File: config.mk
export PLATFORM = sky130hd
export DESIGN_NAME = pn3d_ram
export DESIGN_NICKNAME = d
export VERILOG_FILES = /design/src/rtl/perlin_noise_3d_eval_unit_assert.svh /design/src/rtl/pn3d_ram.sv
export SDC_FILE = /design/constraint.sdc
export NUM_CORES = 2
export LEC_CHECK = 0
export BUFFER_PORTS_ARGS = -buffer_cell sky130_fd_sc_hd__buf_4
export CORE_MARGIN = 2
export CORE_UTILIZATION = 50
export CTS_BUF_LIST = sky130_fd_sc_hd__clkbuf_16
export CTS_CLUSTER_SIZE = 30
export DETAILED_ROUTE_END_ITERATION = 7
export PLACE_DENSITY = 0.66
export REMOVE_ABC_BUFFERS = 1
export SLEW_MARGIN = 10
export SYNTH_ARGS = -nofsm -noshare
export SYNTH_HDL_FRONTEND = slang
export SYNTH_SLANG_ARGS = --single-unit
File: constraint.sdc
create_clock -name clock -period 6.95 [get_ports clock]
set_input_delay 0.3475 -clock clock [delete_from_list [all_inputs] [get_ports clock]]
set_output_delay 0.3475 -clock clock [all_outputs]
set_load 0.1 [all_outputs]
File: src/rtl/perlin_noise_3d_eval_unit_assert.svh
// Assertion macros for the 3D gradient noise unit.
`ifndef PERLIN_NOISE_3D_EVAL_UNIT_ASSERT_SVH
`define PERLIN_NOISE_3D_EVAL_UNIT_ASSERT_SVH
// Implication checked every cycle outside reset.
`define PN_ASSERT_IMPL(label, clk, rst, a, c) \
   label: assert property (@(posedge clk) disable iff (rst) (a) |-> (c)) \
      else $error("assertion failed");
// Next-cycle implication checked outside reset.
`define PN_ASSERT_NEXT(label, clk, rst, a, c) \
   label: assert property (@(posedge clk) disable iff (rst) (a) |=> (c)) \
      else $error("assertion failed");
`endif

File: src/rtl/pn3d_ram.sv
// Generic single-write, single-read RAM with registered read data.
`timescale 1ns / 1ps
module pn3d_ram #(
   parameter int Width = 8,
   parameter int Depth = 256
) (
   input  logic                     clock,
   input  logic                     wr_en,
   input  logic [$clog2(Depth)-1:0] wr_addr,
   input  logic [Width-1:0]         wr_data,
   input  logic                     rd_en,
   input  logic [$clog2(Depth)-1:0] rd_addr,
   output logic [Width-1:0]         rd_data
);
   logic [Width-1:0] mem_ff [Depth];
   logic [Width-1:0] rd_data_ff;
   always_ff @(posedge clock) begin
      if (wr_en) mem_ff[wr_addr] <= wr_data;
      if (rd_en) rd_data_ff <= mem_ff[rd_addr];
   end
   assign rd_data = rd_data_ff;
endmodule

==> impl_results.md <==
* Vias in the first global route at 38247
* Mean Syn Cell Area at 21.3 um^2
* Routed vias at 38524
* Die Y at 403 um
* Largest net degree at the start of global routing at 193
* Reg2reg start: mem_ff[83][5]$_DFFE_PP_
* Fmax at 273 MHz
* Overall routing resource usage at 23.9%
* Number of max-cap violations at 0
* Cts bufs inserted at 194
* Synth warn at 0
* Worst Setup Slack, final at 3.28 ns
* Reg2Reg Depth at 6
* Initial antenna violation count at 6
* Ys async rst share at 0%
* Slew at the pin closest to its max-slew limit at 1.28 ns
* DRC at 0
* FF-to-FF End: rd_data[5]$_DFFE_PP_
* Drt wl/cell at 32.0 um
* Setup crit start: rd_addr[1]
* WP data required at 7.49 ns
* Cell Area, Placed at 81900 um^2
* Post-synth EDFFs at 2056
* Hold Path Depth at 1
* Final Hold Viols at 0
* VDD IR max at 182 uV
* Slew headroom at 14.1%
* Setup WS pre-CTS at 2.51 ns
* Gr ovfl total at 0
* Final core utilization at 55.6%
* Die width at 403 um
* WP data arrival at 4.20 ns
* RSZ-0062 raised after global routing: no
* Status: finished, final reports clean
* Final std cells w/o fill at 6039
* Worst-path maximum fanout at 72
* Proportion of layout cells with a drive suffix above 1 at 21.2%
* RD Place Congestion at 0.841
* Worst-Skew Late Latency at 0.83 ns
* Root Driver: clkbuf_16
* R2R setup slack at 3.76 ns
* CTS tree: built
* Startpoint Class: input pin
* Port Buffer Count at 34
* Crit. End Element: register
* Die area at 162000 um^2
* Clock Path Buffers at 3
* HPWL after detailed placement at 116000 um
* Design Area, Final at 87900 um^2
* Ports at 35
* # nets final at 3842
* Post-synthesis sequential area ratio at 77.5%
* Hold path start: wr_data[1]
* Post-Synthesis Cells at 3733
* Post-synthesis cell area at 79600 um^2
* Total core area at 158000 um^2
* DRT Pass-1 Iters at 5
* Area growth syn-to-layout at 10.4%
* Post-CTS Setup Bufs at 0
* Crit-path cells: buf_8 -> buf_4 -> mux4_2 -> a22o_1 -> a221oi_1 -> o32ai_1 -> nor3_1 -> nor4_1
* Synthesized flop and latch total at 2056
* Lkg Pwr at 27.1 nW
* Dpl cells at 5687
* CP Class: in -> reg
* Setup TNS at 0 ns
* Post-layout min period at 3.67 ns
* Hold_ws at 0.00775 ns
* Worst hold path type: in -> reg
* Pwr Density at 284 nW/um^2
* CTS H-tree lvls at 4
* Vias/cell at 6.38
* Clock Skews at 0.0234 ns
* Post-DRT Antenna Nets at 0
* First-pass GRT wire length at 277000 um
* Initial Util at 50.3%
* Fin crit share at 52.8%
* Power, Total at 25.0 mW
* Post-synthesis cell type count at 54
* CP max stage delay at 0.74 ns
* Endpoint, Worst Hold: mem_ff[89][1]$_DFFE_PP_
* Row count at 146
* Clock slew seen by the registers of the worst setup and hold paths at 0.06 ns
* CP max-delay cell: buf_4
* Max-slew violation count at 0
* DR iter-0 viols at 4922
* Primary FF master, synth: edfxtp_1
* # setup viols final at 0
* Fillers at 11653
* WL final at 193000 um
* CTS sink cnt at 2056
## cell usage after synthesis, types with 5 or more instances
master    count  area [um^2]
edfxtp_1   2056        61700
mux4_2      454        10200
nor2_1      282         1060
mux2i_1     134         1340
a22oi_1     133          998
clkbuf_1    111          417
a21oi_1      96          480
o221ai_1     46          403
nand3_1      34          170
nand2_1      33          124
buf_2        31          155
nor2b_1      31          194
o22ai_1      28          175
buf_4        27          203
nor4_1       24          150
buf_1        22         82.6
nor3_1       22          110
buf_6        21          236
a211oi_1     16          120
a221oi_1     13          114
buf_8        13          195
nand4_1      10         62.6
o211ai_1     10         75.1
o21ai_0      10         50.1
a22o_1        8         70.1
buf_12        8          160
nand2b_1      8         50.1
and2_1        6         37.5
o22a_1        5         43.8
## state kept, by name, indices dropped and copies added, names as in the netlist
register  cells
mem_ff     2048
rd_data       8
## cells by family after synthesis
| group | after synthesis | synth area share, % |
|---|---|---|
| AO/OA/AOI/OAI | 385 | 3.42 |
| buffers and inverters | 235 | 1.83 |
| flip-flops | 2056 | 77.5 |
| multiplexers | 591 | 14.6 |
| AND/OR/NAND/NOR | 466 | 2.63 |
## cell type report
class,count,area (um^2),share of cell area [%]
Multi-Input combinational cell,1442,16500,18.8
Inverter,2,7.51,0.00854
Antenna cell,2,5.00,0.00569
Clock inverter,148,1010,1.15
Clock buffer,198,4950,5.64
Sequential cell,2056,61700,70.2
Timing Repair Buffer,119,1080,1.23
Tap cell,2072,2590,2.95
## cells in the final DEF (no fill, tap or decap), drive strengths merged, types with 3 or more instances in the layout
master,n
edfxtp,2056
mux4,456
nor2,282
clkbuf,201
mux2i,134
a22oi,133
buf,112
a21oi,96
clkinv,69
inv,66
o221ai,47
nand3,34
nand2,33
nor2b,31
o22ai,28
nor4,27
nor3,22
a211oi,16
a221oi,14
bufinv,12
o21ai,12
nand4,10
o211ai,10
nand2b,8
a22o,8
and2,6
o22a,5
o32ai,5
a2111oi,5
or2,4
dlygate4sd3,4
clkinvlp,3
## power breakdown
group	internal (mW)	leakage, nW	switching (mW)
Sequential	13.7	18.5	0.0131
Clock	5.57	3.14	4.45
Combinational	0.400	5.44	0.852
## critical path, delay by kind of cell
kind	cells	cell delay, ns
compound gates	3	1.30
mux	1	0.41
buf+inv	2	1.18
simple gates	2	0.76
## per-layer routing
metal  wire, um  track usage, %  share of wire [%]  up-vias
li1           -               -                  -    15847
met1      78000            34.5                 40    20390
met2      90400            36.5                 47     1945
met3      19000            5.40                9.8      338
met4       5980            7.56                3.1        4
met5         21               0              0.011        -
## worst max-delay path by stage
stage | depth (start not counted) | end
detailed placement | 8 | rd_data[5]$_DFFE_PP_
floorplan | 6 | rd_data[6]$_DFFE_PP_
finish | 8 | rd_data[5]$_DFFE_PP_
global route | 7 | rd_data[3]$_DFFE_PP_
CTS | 8 | rd_data[5]$_DFFE_PP_
global placement | 8 | rd_data[5]$_DFFE_PP_
## what timing repair did
action / CTS / global route
endpoints found under the hold margin: 143 / 0
resized for setup: 0 / 0
hold buffers: 4 / 0
Note: power is estimated with default switching activity, not from simulation.
